<file path="src/rtl/core/sha1_stream_hasher_macros.svh">
// Assertion macros for the SHA-1 stream hasher; empty bodies when SYNTHESIS is set.
`ifndef SHA1_STREAM_HASHER_MACROS_SVH
`define SHA1_STREAM_HASHER_MACROS_SVH
`ifndef SYNTHESIS
// Flag a condition that must never hold outside reset.
`define SHA1S_ASSERT_NEVER(label, clk, rst, cond) \
  label: assert property (@(posedge clk) disable iff (rst) !(cond)) \
    else $error("sha1 stream hasher: forbidden condition seen");
// Require a consequence in the cycle after an antecedent.
`define SHA1S_ASSERT_NEXT(label, clk, rst, ante, cons) \
  label: assert property (@(posedge clk) disable iff (rst) (ante) |=> (cons)) \
    else $error("sha1 stream hasher: expected follow-up missing");
`else
`define SHA1S_ASSERT_NEVER(label, clk, rst, cond)
`define SHA1S_ASSERT_NEXT(label, clk, rst, ante, cons)
`endif
`endif

</file>
<file path="src/rtl/core/sha1s_pkg.sv">
// Shared types, constants and round helpers for the SHA-1 stream hasher.
package sha1s_pkg;

  localparam int unsigned ROUNDS      = 80;
  localparam int unsigned ROUND_W     = 7;
  localparam int unsigned WORDS       = 5;
  localparam int unsigned IDX_W       = 3;
  localparam int unsigned POS_W       = 6;
  localparam int unsigned COUNT_W     = 61;
  localparam int unsigned SCHED_DEPTH = 16;

  localparam logic [ROUND_W-1:0] ROUND_LAST   = ROUND_W'(ROUNDS - 1);
  localparam logic [ROUND_W-1:0] ROUND_P1_END = ROUND_W'(20);
  localparam logic [ROUND_W-1:0] ROUND_P2_END = ROUND_W'(40);
  localparam logic [ROUND_W-1:0] ROUND_P3_END = ROUND_W'(60);

  localparam logic [POS_W-1:0] POS_LAST    = POS_W'(63);
  localparam logic [POS_W-1:0] POS_LEN     = POS_W'(56);
  localparam logic [IDX_W-1:0] WORD_LAST   = IDX_W'(WORDS - 1);

  localparam logic [31:0] IV0 = 32'h67452301;
  localparam logic [31:0] IV1 = 32'hefcdab89;
  localparam logic [31:0] IV2 = 32'h98badcfe;
  localparam logic [31:0] IV3 = 32'h10325476;
  localparam logic [31:0] IV4 = 32'hc3d2e1f0;

  localparam logic [31:0] K1 = 32'h5a827999;
  localparam logic [31:0] K2 = 32'h6ed9eba1;
  localparam logic [31:0] K3 = 32'h8f1bbcdc;
  localparam logic [31:0] K4 = 32'hca62c1d6;

  localparam logic [7:0] PAD_BYTE = 8'h80;

  // Source of a byte pushed into the block
  typedef enum logic [1:0] {
    SEL_INPUT,
    SEL_PAD,
    SEL_ZERO,
    SEL_LEN
  } sha1s_sel_t;

  // Round group: choose function and constant
  typedef enum logic [1:0] {
    PH_CH,
    PH_PARITY1,
    PH_MAJ,
    PH_PARITY2
  } sha1s_phase_t;

  typedef struct packed {
    logic              push;
    sha1s_sel_t        sel;
    logic              latch_len;
    logic              start;
    logic              round_en;
    sha1s_phase_t      phase;
    logic              add;
    logic              clear;
    logic [IDX_W-1:0]  word_sel;
  } sha1s_cmd_t;

  typedef struct packed {
    logic [POS_W-1:0] pos;
  } sha1s_status_t;

  function automatic logic [31:0] rotl1(input logic [31:0] x);
    return {x[30:0], x[31]};
  endfunction

  function automatic logic [31:0] rotl5(input logic [31:0] x);
    return {x[26:0], x[31:27]};
  endfunction

  function automatic logic [31:0] rotl30(input logic [31:0] x);
    return {x[1:0], x[31:2]};
  endfunction

endpackage

</file>
<file path="src/rtl/core/sha1_stream_hasher.sv">
// Top level of the SHA-1 stream hasher: sequencer plus datapath.
//
//  channel | valid        | ready        | payload
//  --------+--------------+--------------+-----------------------------------------
//  input   | item_valid   | item_ready   | data_byte, byte_valid, end_of_message
//  digest  | digest_valid | digest_ready | digest_word, word_index, last_word
//
// A beat that carries a byte and does not fill the block keeps item_ready high.
// The 64th byte of a block starts the compression: 80 rounds on the single shared
// round unit, then a step that folds the working words into the chain.
// An end beat adds padding one byte per cycle while no block compresses, plus a
// step into the length field (up to 72 bytes, with one or two compressions) and
// then five digest beats, one per cycle when taken.
// Reset loads the initial chain values and a zero byte count; no clearing pass.
// item_ready stays low while padding, compressing or presenting the digest.
`include "sha1_stream_hasher_macros.svh"

module sha1_stream_hasher (
  input  logic        clk,
  input  logic        rst,
  input  logic        item_valid,
  output logic        item_ready,
  input  logic [7:0]  data_byte,
  input  logic        byte_valid,
  input  logic        end_of_message,
  output logic        digest_valid,
  input  logic        digest_ready,
  output logic [31:0] digest_word,
  output logic [2:0]  word_index,
  output logic        last_word
);
  import sha1s_pkg::*;

  sha1s_cmd_t    cmd;
  sha1s_status_t status;

  // Sequencer: walks load, padding, rounds and digest beats
  sha1s_ctrl u_ctrl (
    .clk            (clk),
    .rst            (rst),
    .item_valid     (item_valid),
    .item_ready     (item_ready),
    .byte_valid     (byte_valid),
    .end_of_message (end_of_message),
    .digest_valid   (digest_valid),
    .digest_ready   (digest_ready),
    .word_index     (word_index),
    .last_word      (last_word),
    .status         (status),
    .cmd            (cmd)
  );

  // Datapath: byte packing, schedule window, round unit and chain words
  sha1s_dp u_dp (
    .clk         (clk),
    .rst         (rst),
    .data_byte   (data_byte),
    .cmd         (cmd),
    .status      (status),
    .digest_word (digest_word)
  );

  // Input and digest sides never open at the same time
  `SHA1S_ASSERT_NEVER(a_no_overlap, clk, rst, item_ready && digest_valid)
  // A taken non-final digest beat is followed by another
  `SHA1S_ASSERT_NEXT(a_digest_runs, clk, rst, digest_valid && digest_ready && !last_word, digest_valid)
  // After the final digest beat the input side reopens
  `SHA1S_ASSERT_NEXT(a_reopen, clk, rst, digest_valid && digest_ready && last_word, item_ready)

endmodule

</file>
<file path="src/rtl/core/sha1s_ctrl.sv">
// Sequencer for the SHA-1 stream hasher: loading, padding, rounds and digest beats.
module sha1s_ctrl (
  input  logic                  clk,
  input  logic                  rst,
  input  logic                  item_valid,
  output logic                  item_ready,
  input  logic                  byte_valid,
  input  logic                  end_of_message,
  output logic                  digest_valid,
  input  logic                  digest_ready,
  output logic [2:0]            word_index,
  output logic                  last_word,
  input  sha1s_pkg::sha1s_status_t status,
  output sha1s_pkg::sha1s_cmd_t    cmd
);
  import sha1s_pkg::*;

  localparam logic [2:0] S_IDLE  = 3'd0;
  localparam logic [2:0] S_PAD80 = 3'd1;
  localparam logic [2:0] S_PADZ  = 3'd2;
  localparam logic [2:0] S_PADL  = 3'd3;
  localparam logic [2:0] S_COMP  = 3'd4;
  localparam logic [2:0] S_ADD   = 3'd5;
  localparam logic [2:0] S_OUT   = 3'd6;

  logic [2:0]         state, state_next;
  logic [2:0]         after, after_next;
  logic [ROUND_W-1:0] round, round_next;
  logic [IDX_W-1:0]   widx, widx_next;

  always_ff @(posedge clk) begin
    if (rst) begin
      state <= S_IDLE;
      after <= S_IDLE;
      round <= '0;
      widx  <= '0;
    end else begin
      state <= state_next;
      after <= after_next;
      round <= round_next;
      widx  <= widx_next;
    end
  end

  always_comb begin
    state_next   = state;
    after_next   = after;
    round_next   = round;
    widx_next    = widx;
    cmd          = '0;
    cmd.sel      = SEL_INPUT;
    cmd.word_sel = widx;
    if (round < ROUND_P1_END) begin
      cmd.phase = PH_CH;
    end else if (round < ROUND_P2_END) begin
      cmd.phase = PH_PARITY1;
    end else if (round < ROUND_P3_END) begin
      cmd.phase = PH_MAJ;
    end else begin
      cmd.phase = PH_PARITY2;
    end

    unique case (state)
      S_IDLE: begin
        if (item_valid) begin
          if (byte_valid) begin
            cmd.push = 1'b1;
            if (status.pos == POS_LAST) begin
              cmd.start  = 1'b1;
              state_next = S_COMP;
              after_next = end_of_message ? S_PAD80 : S_IDLE;
            end else if (end_of_message) begin
              state_next = S_PAD80;
            end
          end else if (end_of_message) begin
            state_next = S_PAD80;
          end
        end
      end
      S_PAD80: begin
        cmd.latch_len = 1'b1;
        cmd.push      = 1'b1;
        cmd.sel       = SEL_PAD;
        state_next    = S_PADZ;
        if (status.pos == POS_LAST) begin
          cmd.start  = 1'b1;
          state_next = S_COMP;
          after_next = S_PADZ;
        end
      end
      S_PADZ: begin
        if (status.pos == POS_LEN) begin
          state_next = S_PADL;
        end else begin
          cmd.push = 1'b1;
          cmd.sel  = SEL_ZERO;
          if (status.pos == POS_LAST) begin
            cmd.start  = 1'b1;
            state_next = S_COMP;
            after_next = S_PADZ;
          end
        end
      end
      S_PADL: begin
        cmd.push = 1'b1;
        cmd.sel  = SEL_LEN;
        if (status.pos == POS_LAST) begin
          cmd.start  = 1'b1;
          state_next = S_COMP;
          after_next = S_OUT;
        end
      end
      S_COMP: begin
        cmd.round_en = 1'b1;
        round_next   = round + 1'b1;
        if (round == ROUND_LAST) begin
          round_next = '0;
          state_next = S_ADD;
        end
      end
      S_ADD: begin
        cmd.add    = 1'b1;
        state_next = after;
      end
      S_OUT: begin
        if (digest_ready) begin
          if (widx == WORD_LAST) begin
            cmd.clear  = 1'b1;
            widx_next  = '0;
            state_next = S_IDLE;
          end else begin
            widx_next = widx + 1'b1;
          end
        end
      end
      default: begin
        state_next = S_IDLE;
      end
    endcase
  end

  assign item_ready   = (state == S_IDLE);
  assign digest_valid = (state == S_OUT);
  assign word_index   = widx;
  assign last_word    = (widx == WORD_LAST);

endmodule

</file>
<file path="src/rtl/core/sha1s_dp.sv">
// Datapath for the SHA-1 stream hasher: byte packing, schedule window, rounds, chain.
module sha1s_dp (
  input  logic                    clk,
  input  logic                    rst,
  input  logic [7:0]              data_byte,
  input  sha1s_pkg::sha1s_cmd_t   cmd,
  output sha1s_pkg::sha1s_status_t status,
  output logic [31:0]             digest_word
);
  import sha1s_pkg::*;

  logic [COUNT_W-1:0] byte_count;
  logic [23:0]        acc;
  logic [63:0]        len;
  logic [31:0]        win [SCHED_DEPTH];
  logic [31:0]        h [WORDS];
  logic [31:0]        a, b, c, d, e;
  logic [7:0]         pb;
  logic [31:0]        f, k, t, w_new;

  always_comb begin
    unique case (cmd.sel)
      SEL_INPUT: pb = data_byte;
      SEL_PAD:   pb = PAD_BYTE;
      SEL_ZERO:  pb = 8'h00;
      SEL_LEN:   pb = len[63:56];
      default:   pb = 8'h00;
    endcase
  end

  always_comb begin
    unique case (cmd.phase)
      PH_CH: begin
        f = (b & c) | (~b & d);
        k = K1;
      end
      PH_PARITY1: begin
        f = b ^ c ^ d;
        k = K2;
      end
      PH_MAJ: begin
        f = (b & c) | (b & d) | (c & d);
        k = K3;
      end
      PH_PARITY2: begin
        f = b ^ c ^ d;
        k = K4;
      end
      default: begin
        f = b ^ c ^ d;
        k = K4;
      end
    endcase
    t     = rotl5(a) + f + e + win[0] + k;
    w_new = rotl1(win[13] ^ win[8] ^ win[2] ^ win[0]);
  end

  // Chain and byte count take their reset values on reset and on clear
  always_ff @(posedge clk) begin
    if (rst || cmd.clear) begin
      h[0]       <= IV0;
      h[1]       <= IV1;
      h[2]       <= IV2;
      h[3]       <= IV3;
      h[4]       <= IV4;
      byte_count <= '0;
    end else begin
      if (cmd.push) begin
        byte_count <= byte_count + 1'b1;
      end
      if (cmd.add) begin
        h[0] <= h[0] + a;
        h[1] <= h[1] + b;
        h[2] <= h[2] + c;
        h[3] <= h[3] + d;
        h[4] <= h[4] + e;
      end
    end
  end

  // Pack bytes big-endian, shift whole words into the schedule window, and extend it during rounds
  always_ff @(posedge clk) begin
    if (cmd.push) begin
      acc <= {acc[15:0], pb};
      if (byte_count[1:0] == 2'd3) begin
        for (int i = 0; i < SCHED_DEPTH - 1; i++) begin
          win[i] <= win[i+1];
        end
        win[SCHED_DEPTH-1] <= {acc, pb};
      end
    end else if (cmd.round_en) begin
      for (int i = 0; i < SCHED_DEPTH - 1; i++) begin
        win[i] <= win[i+1];
      end
      win[SCHED_DEPTH-1] <= w_new;
    end
  end

  always_ff @(posedge clk) begin
    if (cmd.latch_len) begin
      len <= {byte_count, 3'b000};
    end else if (cmd.push && cmd.sel == SEL_LEN) begin
      len <= {len[55:0], 8'h00};
    end
  end

  always_ff @(posedge clk) begin
    if (cmd.start) begin
      a <= h[0];
      b <= h[1];
      c <= h[2];
      d <= h[3];
      e <= h[4];
    end else if (cmd.round_en) begin
      a <= t;
      b <= a;
      c <= rotl30(b);
      d <= c;
      e <= d;
    end
  end

  always_comb begin
    unique case (cmd.word_sel)
      3'd0:    digest_word = h[0];
      3'd1:    digest_word = h[1];
      3'd2:    digest_word = h[2];
      3'd3:    digest_word = h[3];
      default: digest_word = h[4];
    endcase
  end

  assign status.pos = byte_count[POS_W-1:0];

endmodule

</file>
<file path="config.mk">
export PLATFORM = sky130hd
export DESIGN_NAME = sha1_stream_hasher
export DESIGN_NICKNAME = d
export VERILOG_FILES = /design/src/rtl/core/sha1s_pkg.sv /design/src/rtl/core/sha1_stream_hasher.sv /design/src/rtl/core/sha1s_ctrl.sv /design/src/rtl/core/sha1s_dp.sv
export VERILOG_INCLUDE_DIRS = /design/src /design/src/rtl/core
export SDC_FILE = /design/constraint.sdc
export NUM_CORES = 2
export LEC_CHECK = 0
export ABC_AREA = 1
export BUFFER_PORTS_ARGS = -buffer_cell sky130_fd_sc_hd__buf_2
export CORE_MARGIN = 5
export CORE_UTILIZATION = 42
export CTS_BUF_LIST = sky130_fd_sc_hd__clkbuf_8
export DETAILED_ROUTE_END_ITERATION = 10
export HOLD_SLACK_MARGIN = 0.06
export PLACE_DENSITY = 0.61
export SYNTH_ARGS = -nofsm -noshare
export SYNTH_HDL_FRONTEND = slang
export SYNTH_HIERARCHICAL = 1
export SYNTH_SLANG_ARGS = --single-unit
export TNS_END_PERCENT = 20
</file>
<file path="constraint.sdc">
create_clock -name clk -period 146.9 [get_ports clk]
set_input_delay 29.38 -clock clk [delete_from_list [all_inputs] [get_ports clk]]
set_output_delay 29.38 -clock clk [all_outputs]
set_load 0.005 [all_outputs]
</file>
==> results.toml <==
[worst_setup_path]
crit_family = "buffers and inverters"
cp_common_cell = "buf_4"
path_max_fanout = 82
path_class = "in -> reg"
slowest_delay_ns = 0.86
start_kind = "primary input"
slowest_stage = "buf_4"
timing.rr.end = "u_dp/a[14]"
worstRegToRegCells = 26
cp.depth = 9
crit-reg2reg-launch = "u_ctrl/round[3]"
cp_cell_sequence = "buf_2 > a31oi_1 > a21oi_4 > buf_4 > nand2_1 > o21ai_4 > buf_4 > buf_4 > buf_4"
arrival_ns = 33.65
critical_path_required_ns = 147.44
end_kind = "flip-flop"
critPathBufInv = 5
ff2ff_setup_slack_ns = 139.60

[synth]
ys_seq_area_share_pct = 53.9
ys_types = 53
syn_inst = 5766
ys_warn_count = 6
synthFlopType = "edfxtp_1"
ys_ff_latch = 994
ys_top_cells_by_area = "edfxtp_1 (51%), nand2_1 (11%), inv_1 (5.3%), ha_1 (4.7%), fa_1 (4.6%)"
avgSynthCellArea_um2 = 9.36
async_flop_share_pct = 0
synth_area_leader_cell = "edfxtp_1"
synth_edf_count = 917
syn_area_um2 = 54000
syn-num-nets = 6106
yosysTopAreaCellShare_pct = 51.0

[run]
drv_cap = 0

[clocking]
cts.hold.buffers_added = 0
cts-root-buf = "clkbuf_8"
cts_buffers = 169
postCtsSetupBuffers = 0
cts.clk_slew.worst_paths_ns = 0.06
cts_resized = 0
insertion_delay_ns = 0.93
htree_levels = 4
cts.path.max_buffers = 3
cts_tree = "built"
clock-sinks = 994

[worst_hold_path]
hold_end = "u_dp/win[1][183]"
min_from = "u_dp/win[1][215]"
holdCritPathClass = "reg -> reg"
min_path_cells = 0

[final_layout]
final_nets = 6230
fin_cells = 7687
layout_common_cells = "nand2_1 (1585), edfxtp_1 (917), inv_1 (805)"
syn2layout_area_growth_pct = 10.1
multi_input_comb_area_um2 = 21500
ff_latch_area_um2 = 29100
final_common_cell = "nand2_1"
fill_cells = 12200
drive_gt1_share_pct = 6.18

[detailed_routing]
drtIter0Drc = 5010
drt_pass1_iterations = 6
ant_nets = 0
vias_per_cell = 5.38
num_vias = 41300
wl_per_cell_um = 21.9
drc = 0
wirelength_mm = 169

[floorplan]
chipHeight_um = 368
io_pins = 52
die_x_um = 368
coreArea_um2 = 128000
rows = 131
die_area_um2 = 136000
start_util_pct = 42.3

[global_routing]
antenna_found_initial = 3
grt_overflow = 0
grt_usage_pct = 24.4
grt_max_degree = 223
grt_pass1_wl_mm = 248
grt_pass1_vias = 38400

[sta]
tns_ns = 0
fin_crit_ns = 33.11
worstMarginPinSlew_ns = 1.15
finalSetupViolations = 0
grt_setup_unrepaired = "false"
hold_viol = 0
slew-limit-headroom_pct = 23.2
timing.clock.skew_ns = 0.0552
drv_slew = 0
period_share_pct = 22.5
clock.fmax_mhz = 30.2

[pwr]
power_density_nw_per_um2 = 9.87
vdd_ir_drop_max_v = 0.00000860
leakage_nw = 23.5

[placement]
io_buffer_count = 51
dp_hpwl_mm = 127
gp_congestion = 0.982
dp_cells = 7381

[run_status]
status = "completed"
## registers in the layout, indices dropped and copies added, names as in the netlist
name and count:
u_dp/acc 24, u_dp/e 32, u_dp/win 512, u_ctrl/state 3
u_dp/byte_count 61, u_ctrl/after 3, u_dp/c 32, u_dp/h 160
u_dp/len 61, u_dp/d 32, u_ctrl/round 7, u_dp/a 32
u_dp/b 32, u_ctrl/word_index 3
## synthesized netlist by cell type (11+ instances only)
master / number
nand2_1: 1588
dfxtp_1: 77
a22oi_1: 60
o21ai_0: 369
ha_1: 201
clkbuf_1: 95
or2_2: 15
nor4_1: 19
nand3b_1: 15
o21bai_1: 15
inv_1: 758
nor3_1: 58
nor2_1: 458
nor2_2: 11
nand3_1: 290
fa_1: 125
o21a_1: 16
xor2_1: 20
o2111ai_1: 12
xnor2_1: 111
a21oi_1: 348
edfxtp_1: 917
nand4_1: 60
## metal layers
metal,routed length [um],track usage (%),share of wire (%),vias up
met5,0,0,0,-
met4,3550,5.69,2.1,0
met3,16000,6.58,9.5,213
met2,69400,34.6,41,1697
met1,79600,37.1,47,19800
li1,-,-,-,19600
## worst max path at each step
stage | end | start | slack, ns
after floorplan | u_dp/win[0][0] | item_valid | 78.58
after global placement | u_dp/win[0][124] | byte_valid | 112.88
after detailed placement | u_dp/win[0][19] | byte_valid | 112.74
after CTS | u_dp/win[0][115] | byte_valid | 113.83
after global routing | u_dp/win[0][115] | byte_valid | 113.54
final | u_dp/win[0][28] | byte_valid | 113.79
## area by class of cell
type | instances | area share (%)
antenna | 4 | 0.0168
clock buffer | 173 | 4.01
clock inverter | 129 | 1.62
inverter | 769 | 4.86
multi-input combinational | 3881 | 36.2
sequential | 994 | 48.9
tap | 1662 | 3.50
timing repair buffer | 75 | 0.817
## worst reg2reg max path, cell delays in order, from the launching register on
cell and delay [ns]:
dfxtp_1 0.34, o21ai_0 0.26, nor2_1 0.07, o22ai_1 0.53
ha_1 0.63, inv_1 0.49, nand2_1 0.15, buf_4 0.49
a22oi_1 0.16, nor2_1 0.12, a21oi_1 0.10, fa_1 0.54
inv_1 0.05, fa_1 0.56, inv_1 0.07, fa_1 0.50
inv_1 0.04, ha_1 0.34, a21oi_1 0.35, nand2_1 0.22
nand2_1 0.10, nand2_1 0.07, inv_1 0.06, nand2_1 0.20
or2_2 0.34, nand3_1 0.13, o21ai_0 0.14
## report_power, final
group	internal, W	switching [W]
logic	0.00000484	0.0000147
registers	0.000312	0.00000263
clock network	0.000131	0.000122
## cells by family after synthesis
logic type | after synthesis | synth area share, %
compound gates | 855 | 8.55
xor+xnor | 131 | 2.13
fa+ha+maj | 326 | 9.30
buf+inv | 891 | 6.30
flops | 994 | 53.9
simple gates | 2569 | 19.8
## metrics by stage
stage,power (W),hold slack (ns),instance area [um2],util (%),setup WS [ns]
2_1_floorplan,0.000335,0.400,54000,-,78.58
3_3_place_gp,0.000339,0.400,56100,43.9,112.88
3_5_place_dp,0.000339,0.405,56100,43.9,112.74
4_1_cts,0.000595,0.383,59400,46.5,113.83
5_1_grt,0.000610,0.380,59400,46.5,113.54
6_report,0.000587,0.391,59400,46.5,113.79
No activity file was read; power rests on OpenSTA's default activity.
